<file path="src/rtl/bafc_pkg.sv">
package bafc_pkg;

   localparam int NUM_BITS  = 4096;
   localparam int WORD_BITS = 32;
   localparam int NUM_WORDS = (NUM_BITS + WORD_BITS - 1) / WORD_BITS;
   localparam int IDX_W     = $clog2(NUM_BITS);
   localparam int CNT_W     = IDX_W + 1;
   localparam int BIT_AW    = $clog2(WORD_BITS);
   localparam int WORD_AW   = $clog2(NUM_WORDS);

   localparam logic [CNT_W-1:0] COUNT_MAX   = CNT_W'(NUM_BITS);
   localparam logic [CNT_W-1:0] COUNT_RESET = CNT_W'(4096);

   typedef enum logic [1:0] {
      OP_SET   = 2'd0,
      OP_CLEAR = 2'd1,
      OP_TEST  = 2'd2,
      OP_FIND  = 2'd3
   } opcode_type;

   typedef enum logic [1:0] {
      ST_OK    = 2'd0,
      ST_RANGE = 2'd1,
      ST_NONE  = 2'd2
   } status_type;

   typedef enum logic [1:0] {
      S_IDLE,
      S_EXEC,
      S_FIND_CHECK,
      S_RESPOND
   } state_type;

   typedef struct packed {
      logic               rd_en;
      logic [WORD_AW-1:0] rd_addr;
      logic               wr_en;
      logic [WORD_AW-1:0] wr_addr;
      logic [WORD_BITS-1:0] wr_data;
   } mem_req_type;

   typedef struct packed {
      opcode_type        op;
      logic [BIT_AW-1:0] bit_sel;
      logic [CNT_W-1:0]  remaining;
   } word_ctl_type;

   typedef struct packed {
      logic [WORD_BITS-1:0] new_word;
      logic                 bit_value;
      logic                 found;
      logic [BIT_AW-1:0]    found_pos;
   } word_res_type;

endpackage

</file>
<file path="src/rtl/bafc_channels.sv">
interface bafc_req_if;
   import bafc_pkg::*;
   logic             valid;
   logic             ready;
   logic [1:0]       opcode;
   logic [IDX_W-1:0] bit_index;

   modport source (output valid, output opcode, output bit_index, input ready);
   modport sink   (input valid, input opcode, input bit_index, output ready);
   modport mon    (input valid, input opcode, input bit_index, input ready);
endinterface

interface bafc_rsp_if;
   import bafc_pkg::*;
   logic             valid;
   logic             ready;
   logic             bit_value;
   logic [IDX_W-1:0] found_index;
   logic [1:0]       status;

   modport source (output valid, output bit_value, output found_index, output status,
                   input ready);
   modport sink   (input valid, input bit_value, input found_index, input status,
                   output ready);
   modport mon    (input valid, input bit_value, input found_index, input status,
                   input ready);
endinterface

</file>
<file path="src/rtl/bafc_map_store.sv">
module bafc_map_store
   import bafc_pkg::*;
(
   input  logic                 clock,
   input  logic                 reset,
   input  mem_req_type          mem_req,
   output logic [WORD_BITS-1:0] rd_word
);

   logic [WORD_BITS-1:0] mem_ff [NUM_WORDS];
   logic [NUM_WORDS-1:0] valid_ff;
   logic [WORD_BITS-1:0] rd_data_ff;
   logic                 rd_valid_ff;

   always_ff @(posedge clock) begin
      if (mem_req.wr_en) begin
         mem_ff[mem_req.wr_addr] <= mem_req.wr_data;
      end
      if (mem_req.rd_en) begin
         rd_data_ff <= mem_ff[mem_req.rd_addr];
      end
   end

   always_ff @(posedge clock) begin
      if (reset) begin
         valid_ff    <= '0;
         rd_valid_ff <= 1'b0;
      end else begin
         if (mem_req.wr_en) begin
            valid_ff[mem_req.wr_addr] <= 1'b1;
         end
         if (mem_req.rd_en) begin
            rd_valid_ff <= valid_ff[mem_req.rd_addr];
         end
      end
   end

   assign rd_word = rd_valid_ff ? rd_data_ff : '0;

endmodule

</file>
<file path="src/rtl/bafc_word_unit.sv">
module bafc_word_unit
   import bafc_pkg::*;
(
   input  logic [WORD_BITS-1:0] word,
   input  word_ctl_type         ctl,
   output word_res_type         res
);

   logic [WORD_BITS-1:0] onehot;
   logic [WORD_BITS-1:0] limit;
   logic [WORD_BITS-1:0] free_bits;

   always_comb begin
      onehot = WORD_BITS'(1) << ctl.bit_sel;
      if (ctl.remaining >= CNT_W'(WORD_BITS)) begin
         limit = '1;
      end else begin
         limit = ~({WORD_BITS{1'b1}} << ctl.remaining[BIT_AW-1:0]);
      end
      free_bits = ~word & limit;

      res.new_word  = (ctl.op == OP_SET) ? (word | onehot) : (word & ~onehot);
      res.bit_value = word[ctl.bit_sel];
      res.found     = |free_bits;
      res.found_pos = '0;
      for (int b = WORD_BITS - 1; b >= 0; b--) begin
         if (free_bits[b]) begin
            res.found_pos = BIT_AW'(b);
         end
      end
   end

endmodule

</file>
<file path="src/rtl/bitmap_allocator_find_first_clear.sv">
// Set, clear and test go through read, modify/write and respond; an out-of-range
// request goes straight to respond; find reads and checks words from word 0 on.
// The input reopens as the result register loads, so only one request is in
// flight at a time; a result that waits in the register stalls the next one.
// Synchronous active-high reset clears the map through per-word valid bits at once,
// sets the element count (count_ff) to 4096 and empties the result register.
module bitmap_allocator_find_first_clear
   import bafc_pkg::*;
(
   input  logic             clock,
   input  logic             reset,
   bafc_req_if.sink         req_chan,
   bafc_rsp_if.source       rsp_chan,
   input  logic             csr_wr_en,
   input  logic [CNT_W-1:0] csr_wr_data
);

   state_type            state_ff, state_in;
   opcode_type           op_ff, op_in;
   logic [IDX_W-1:0]     idx_ff, idx_in;
   logic [WORD_AW-1:0]   ptr_ff, ptr_in;
   logic [CNT_W-1:0]     count_ff;
   logic                 res_bit_ff, res_bit_in;
   logic [IDX_W-1:0]     res_found_ff, res_found_in;
   status_type           res_status_ff, res_status_in;
   logic                 rsp_valid_ff, rsp_valid_in;
   logic                 rsp_bit_ff, rsp_bit_in;
   logic [IDX_W-1:0]     rsp_found_ff, rsp_found_in;
   status_type           rsp_status_ff, rsp_status_in;

   logic [CNT_W-1:0]     count_eff;
   logic [CNT_W-1:0]     remaining;
   logic                 last_word;
   mem_req_type          mem_req;
   logic [WORD_BITS-1:0] rd_word;
   word_ctl_type         word_ctl;
   word_res_type         word_res;

   bafc_map_store u_store (
      .clock   (clock),
      .reset   (reset),
      .mem_req (mem_req),
      .rd_word (rd_word)
   );

   bafc_word_unit u_word (
      .word (rd_word),
      .ctl  (word_ctl),
      .res  (word_res)
   );

   assign count_eff = (count_ff > COUNT_MAX) ? COUNT_MAX : count_ff;
   assign remaining = count_eff - CNT_W'({ptr_ff, {BIT_AW{1'b0}}});
   assign last_word = (remaining <= CNT_W'(WORD_BITS)) ||
                      (ptr_ff == WORD_AW'(NUM_WORDS - 1));

   assign word_ctl.op        = op_ff;
   assign word_ctl.bit_sel   = idx_ff[BIT_AW-1:0];
   assign word_ctl.remaining = remaining;

   always_comb begin
      state_in      = state_ff;
      op_in         = op_ff;
      idx_in        = idx_ff;
      ptr_in        = ptr_ff;
      res_bit_in    = res_bit_ff;
      res_found_in  = res_found_ff;
      res_status_in = res_status_ff;
      rsp_valid_in  = rsp_valid_ff & ~rsp_chan.ready;
      rsp_bit_in    = rsp_bit_ff;
      rsp_found_in  = rsp_found_ff;
      rsp_status_in = rsp_status_ff;
      mem_req       = '0;
      req_chan.ready = (state_ff == S_IDLE);

      case (state_ff)
         S_IDLE: begin
            if (req_chan.valid) begin
               op_in        = opcode_type'(req_chan.opcode);
               idx_in       = req_chan.bit_index;
               res_bit_in   = 1'b0;
               res_found_in = '0;
               if (opcode_type'(req_chan.opcode) == OP_FIND) begin
                  if (count_eff == '0) begin
                     res_status_in = ST_NONE;
                     state_in      = S_RESPOND;
                  end else begin
                     mem_req.rd_en   = 1'b1;
                     mem_req.rd_addr = '0;
                     ptr_in          = '0;
                     state_in        = S_FIND_CHECK;
                  end
               end else if ({1'b0, req_chan.bit_index} >= count_eff) begin
                  res_status_in = ST_RANGE;
                  state_in      = S_RESPOND;
               end else begin
                  mem_req.rd_en   = 1'b1;
                  mem_req.rd_addr = req_chan.bit_index[IDX_W-1:BIT_AW];
                  state_in        = S_EXEC;
               end
            end
         end
         S_EXEC: begin
            if (op_ff != OP_TEST) begin
               mem_req.wr_en   = 1'b1;
               mem_req.wr_addr = idx_ff[IDX_W-1:BIT_AW];
               mem_req.wr_data = word_res.new_word;
            end
            res_bit_in    = (op_ff == OP_TEST) ? word_res.bit_value : 1'b0;
            res_status_in = ST_OK;
            state_in      = S_RESPOND;
         end
         S_FIND_CHECK: begin
            if (word_res.found) begin
               res_found_in  = {ptr_ff, word_res.found_pos};
               res_status_in = ST_OK;
               state_in      = S_RESPOND;
            end else if (last_word) begin
               res_status_in = ST_NONE;
               state_in      = S_RESPOND;
            end else begin
               ptr_in          = ptr_ff + 1'b1;
               mem_req.rd_en   = 1'b1;
               mem_req.rd_addr = ptr_ff + 1'b1;
            end
         end
         S_RESPOND: begin
            if (!rsp_valid_ff || rsp_chan.ready) begin
               rsp_valid_in  = 1'b1;
               rsp_bit_in    = res_bit_ff;
               rsp_found_in  = res_found_ff;
               rsp_status_in = res_status_ff;
               state_in      = S_IDLE;
            end
         end
         default: begin
            state_in = S_IDLE;
         end
      endcase
   end

   always_ff @(posedge clock) begin
      if (reset) begin
         state_ff     <= S_IDLE;
         rsp_valid_ff <= 1'b0;
         count_ff     <= COUNT_RESET;
      end else begin
         state_ff     <= state_in;
         rsp_valid_ff <= rsp_valid_in;
         if (csr_wr_en) begin
            count_ff <= csr_wr_data;
         end
      end
   end

   always_ff @(posedge clock) begin
      op_ff         <= op_in;
      idx_ff        <= idx_in;
      ptr_ff        <= ptr_in;
      res_bit_ff    <= res_bit_in;
      res_found_ff  <= res_found_in;
      res_status_ff <= res_status_in;
      rsp_bit_ff    <= rsp_bit_in;
      rsp_found_ff  <= rsp_found_in;
      rsp_status_ff <= rsp_status_in;
   end

   assign rsp_chan.valid       = rsp_valid_ff;
   assign rsp_chan.bit_value   = rsp_bit_ff;
   assign rsp_chan.found_index = rsp_found_ff;
   assign rsp_chan.status      = rsp_status_ff;

endmodule

</file>
<file path="src/flat_wrapper.sv">
// flat-port wrapper written by rule: the top's interface ports become plain ports
module bitmap_allocator_find_first_clear_flat import bafc_pkg::*;
  (clock, reset, csr_wr_en, csr_wr_data, req_chan_valid, req_chan_opcode, req_chan_bit_index, req_chan_ready, rsp_chan_valid, rsp_chan_bit_value, rsp_chan_found_index, rsp_chan_status, rsp_chan_ready);
  bafc_req_if req_chan_i ();
  bafc_rsp_if rsp_chan_i ();
  input  logic clock;
  input  logic reset;
  input  logic csr_wr_en;
  input  logic [CNT_W-1:0] csr_wr_data;
  input wire logic [$bits(req_chan_i.valid)-1:0] req_chan_valid;
  input wire logic [$bits(req_chan_i.opcode)-1:0] req_chan_opcode;
  input wire logic [$bits(req_chan_i.bit_index)-1:0] req_chan_bit_index;
  output wire logic [$bits(req_chan_i.ready)-1:0] req_chan_ready;
  output wire logic [$bits(rsp_chan_i.valid)-1:0] rsp_chan_valid;
  output wire logic [$bits(rsp_chan_i.bit_value)-1:0] rsp_chan_bit_value;
  output wire logic [$bits(rsp_chan_i.found_index)-1:0] rsp_chan_found_index;
  output wire logic [$bits(rsp_chan_i.status)-1:0] rsp_chan_status;
  input wire logic [$bits(rsp_chan_i.ready)-1:0] rsp_chan_ready;
  assign req_chan_i.valid = req_chan_valid;
  assign req_chan_i.opcode = req_chan_opcode;
  assign req_chan_i.bit_index = req_chan_bit_index;
  assign req_chan_ready = req_chan_i.ready;
  assign rsp_chan_valid = rsp_chan_i.valid;
  assign rsp_chan_bit_value = rsp_chan_i.bit_value;
  assign rsp_chan_found_index = rsp_chan_i.found_index;
  assign rsp_chan_status = rsp_chan_i.status;
  assign rsp_chan_i.ready = rsp_chan_ready;
  bitmap_allocator_find_first_clear u_core (.clock(clock), .reset(reset), .req_chan(req_chan_i), .rsp_chan(rsp_chan_i), .csr_wr_en(csr_wr_en), .csr_wr_data(csr_wr_data));
endmodule
</file>
<file path="config.mk">
export PLATFORM = sky130hd
export DESIGN_NAME = bitmap_allocator_find_first_clear_flat
export DESIGN_NICKNAME = d
export VERILOG_FILES = /design/src/rtl/bafc_pkg.sv /design/src/rtl/bafc_channels.sv /design/src/rtl/bafc_map_store.sv /design/src/rtl/bafc_word_unit.sv /design/src/rtl/bitmap_allocator_find_first_clear.sv /design/src/flat_wrapper.sv
export SDC_FILE = /design/constraint.sdc
export NUM_CORES = 2
export LEC_CHECK = 0
export BUFFER_PORTS_ARGS = -buffer_cell sky130_fd_sc_hd__buf_4
export CELL_PAD_IN_SITES_DETAIL_PLACEMENT = 2
export CELL_PAD_IN_SITES_GLOBAL_PLACEMENT = 2
export CORE_UTILIZATION = 45
export DETAILED_ROUTE_END_ITERATION = 8
export GPL_ROUTABILITY_DRIVEN = 1
export GPL_TIMING_DRIVEN = 0
export PLACE_DENSITY_LB_ADDON = 0.1
export SYNTH_ARGS = -nofsm -noshare
export SYNTH_HDL_FRONTEND = slang
export SYNTH_SLANG_ARGS = --single-unit
</file>
<file path="constraint.sdc">
create_clock -name clock -period 6.06 [get_ports clock]
set_input_delay 0.606 -clock clock [delete_from_list [all_inputs] [get_ports clock]]
set_output_delay 0.606 -clock clock [all_outputs]
set_load 0.005 [all_outputs]
</file>
==> metrics.md <==
| Metric | Value |
|---|---|
| Total vias in the final route | `98.2k` |
| Core Util, Final | `55.4%` |
| Fillers | `30.8k` |
| Synth async-reset ratio | `0%` |
| Maximum clock path buffer count | `4` |
| DRT iter0 DRCs | `13.9k` |
| Final worst-path setup slack | `-0.373 ns` |
| H-tree depth | `5` |
| Root buf cell | `clkbuf_16` |
| Die area | `375000 um^2` |
| Placer congestion estimate | `0.891` |
| Leak | `61.5 nW` |
| Slowest CP cell | `or4_4` |
| Syn nets | `8423` |
| Crit path required time | `6.91 ns` |
| Cell taking the most area after synthesis | `edfxtp_1` |
| Vias in the first global route | `102k` |
| Post-synthesis cell type count | `83` |
| Top-area cell type share of the netlist area | `74.8%` |
| Skew-Pair Late Insertion Delay | `1.02 ns` |
| Final layout net count | `9374` |
| Cts bufs inserted | `451` |
| Residual DRC | `0` |
| Post-synth top flop | `edfxtp_1` |
| Worst slew pin tran | `1.42 ns` |
| Final setup violating endpoints | `33` |
| Drt wl/cell | `45.9 um` |
| Sequential-to-total area share from yosys stat | `76.6%` |
| RSZ-0062 raised after global routing | `yes` |
| Hold Path Class | `primary input to register` |
| Final min period | `6.43 ns` |
| Most instantiated cells after synthesis | `edfxtp_1 (4179), mux4_2 (1050), nand2_1 (818)` |
| Area growth, synth to finish | `22.2%` |
| Max cap viols | `0` |
| Worst EP arrival | `7.28 ns` |
| IO Count | `49` |
| Post-synth EDFFs | `4179` |
| Final wirelength | `672 mm` |
| Chip height | `613 um` |
| Clock Skew | `0.0536 ns` |
| Period utilization | `106%` |
| CP Launch Type | `register` |
| Via-per-instance ratio | `6.71` |
| Peak VDD IR | `0.000338 V` |
| Final hold violations | `0` |
| First-pass iteration count of the detailed router | `8` |
| Violated checks | `negative setup slack` |
| First-pass GRT wire length | `901 mm` |
| # port buffers | `46` |
| Critical path fanouts, max | `10` |
| Post-synthesis area per instance | `20.0 um^2` |
| CTS sink cnt | `4324` |
| F_max | `155 MHz` |
| Setup_tns | `-8.48 ns` |
| CP max stage delay | `0.54 ns` |
| Pwr dens | `372 nW/um^2` |
| Final Max Tran Viols | `0` |
| # rows | `223` |
| Die W | `613 um` |
| Hold WS | `0.366 ns` |
| Dpl hpwl | `416 mm` |
| Crit path kind | `register to register` |
| Grt ovf | `0` |
| Count leader, synth | `edfxtp_1` |
| CP Capture Type | `register` |
| CTS clk-pin slew, worst paths | `0.07 ns` |
| Register bit total from synthesis | `4324` |
| Mapped cell area | `168000 um^2` |
| Initial Util | `45.3%` |
| Post-Syn Instances | `8366` |
| CTS tree | `yes` |
| Post-route total power | `76.3 mW` |
| Initial antenna violation count | `47` |
| GRT Util Overall | `35.5%` |
| Total core area | `370000 um^2` |
| Outcome | `finished with violations` |
| Pin count of the biggest net entering global routing | `57` |
| Ratio of cells with drive above 1 in the final layout | `33.3%` |
| Final ANT Viol Nets | `0` |
| Slew headroom | `5.60%` |
| Synth area leaders | `edfxtp_1 (75%), mux4_2 (14%), nand2_1 (1.8%)` |
| Number of synthesis warnings | `0` |
[metal layers]
layer | vias to the layer above | track usage [%] | routed length [um]
met2 | 6544 | 56.6 | 317000
li1 | 36300 | - | -
met3 | 1474 | 6.57 | 60600
met1 | 53900 | 46.8 | 251000
met5 | - | 0 | 470
met4 | 18 | 18.4 | 42700
[path summary, 6_finish.rpt]
path	start	endpoint	slack [ns]	cells after the start
worst max-delay path	u_core.count_ff[12]	u_core.u_store.rd_data_ff[22]	-0.37	25
worst min-delay path	req_chan_opcode[1]	u_core.op_ff[1]	0.37	2
worst max register to register	u_core.count_ff[12]	u_core.u_store.rd_data_ff[22]	-0.37	25
worst min register to register	u_core.res_found_ff[6]	u_core.rsp_chan.found_index[6]	0.42	0
[cell families (layout without fill, tap and decap cells)]
| family | Yosys count | in the layout | synth area share, % |
|---|---|---|---|
| flip-flops | 4324 | 4324 | 76.6 |
| AND/OR/NAND/NOR | 1795 | 1795 | 4.61 |
| multiplexers | 1158 | 1158 | 14.8 |
| AO/OA/AOI/OAI | 551 | 551 | 2.36 |
| buffers and inverters | 505 | 1828 | 1.47 |
| adder cells (fa/ha/maj) | 26 | 26 | 0.197 |
| XOR/XNOR | 7 | 7 | 0.0366 |
| other | 0 | 6 | 0 |
[through the flow]
step	cells	setup slack [ns]	area, um^2
after global placement	13400	-7.76	174000
after global routing	14600	-0.356	205000
after floorplan	8366	0.213	168000
final	14600	-0.373	205000
after CTS	14600	-0.135	203000
after detailed placement	13600	-3.73	181000
[what timing repair did]
item                                   in CTS  in global routing
setup buffers                             109                 44
pin swaps                                 185                122
endpoints found under the hold margin      30                  0
hold buffers                               33                  0
cloned                                     25                  6
resized for setup                        1427                240
setup endpoints to repair                  76                 33
[sequential cells by signal, indices dropped and copies added (netlist names)]
name / flops
u_core.u_store.mem_ff: 4096
u_core.u_store.valid_ff: 128
u_core.u_store.rd_data_ff: 32
u_core.count_ff: 13
u_core.idx_ff: 12
u_core.res_found_ff: 12
u_core.rsp_chan.found_index: 12
u_core.ptr_ff: 7
u_core.op_ff: 2
u_core.res_status_ff: 2
u_core.rsp_chan.status: 2
u_core.state_ff: 2
u_core.res_bit_ff: 1
u_core.rsp_chan.bit_value: 1
u_core.rsp_chan.valid: 1
u_core.u_store.rd_valid_ff: 1
[worst max-delay path, delay by kind of cell (launching register included)]
| family | cells | cell delay, ns |
|---|---|---|
| adders and majority gates | 1 | 0.42 |
| muxes | 1 | 0.22 |
| AOI/OAI and AO/OA | 6 | 1.82 |
| and+or+nand+nor | 8 | 1.91 |
| DFF | 1 | 0.39 |
| buffers and inverters | 9 | 1.44 |
[final cells by class]
| cell class | instances | area (um^2) | share of cell area [%] |
|---|---|---|---|
| Multi-Input combinational cell | 3537 | 41800 | 20.4 |
| Buffer | 465 | 5360 | 2.61 |
| Timing Repair Buffer | 507 | 8420 | 4.11 |
| Clock inverter | 256 | 2550 | 1.24 |
| Inverter | 31 | 121 | 0.0592 |
| Clock buffer | 569 | 12100 | 5.88 |
| Tap cell | 4950 | 6190 | 3.02 |
| Sequential cell | 4324 | 128000 | 62.7 |
| Antenna cell | 6 | 15.0 | 0.00733 |
[cell usage in the layout, fill, tap and decap left out, types with 38 or more instances in the layout]
cell / instances
buf_8: 41
o21a_1: 44
nor2_1: 255
nand4_1: 87
o21ai_0: 40
mux2i_1: 47
dfxtp_1: 144
nor2_4: 168
clkbuf_2: 57
nand3_2: 80
clkinv_1: 102
nand2_1: 705
bufinv_16: 47
clkbuf_16: 477
clkbuf_4: 38
a22oi_2: 59
buf_16: 96
buf_4: 193
nand3_1: 215
nand2_2: 87
clkinv_2: 72
a21oi_1: 61
buf_6: 73
a22oi_1: 70
clkbuf_1: 176
buf_12: 308
mux4_2: 1050
edfxtp_1: 4179
[report_power, final]
part,switching [mW],internal (mW),total [mW]
combinational,8.92,4.89,13.8
sequential,0.262,33.2,33.5
clock,12.9,16.1,29.0
Note: power is estimated with default switching activity, not from simulation.
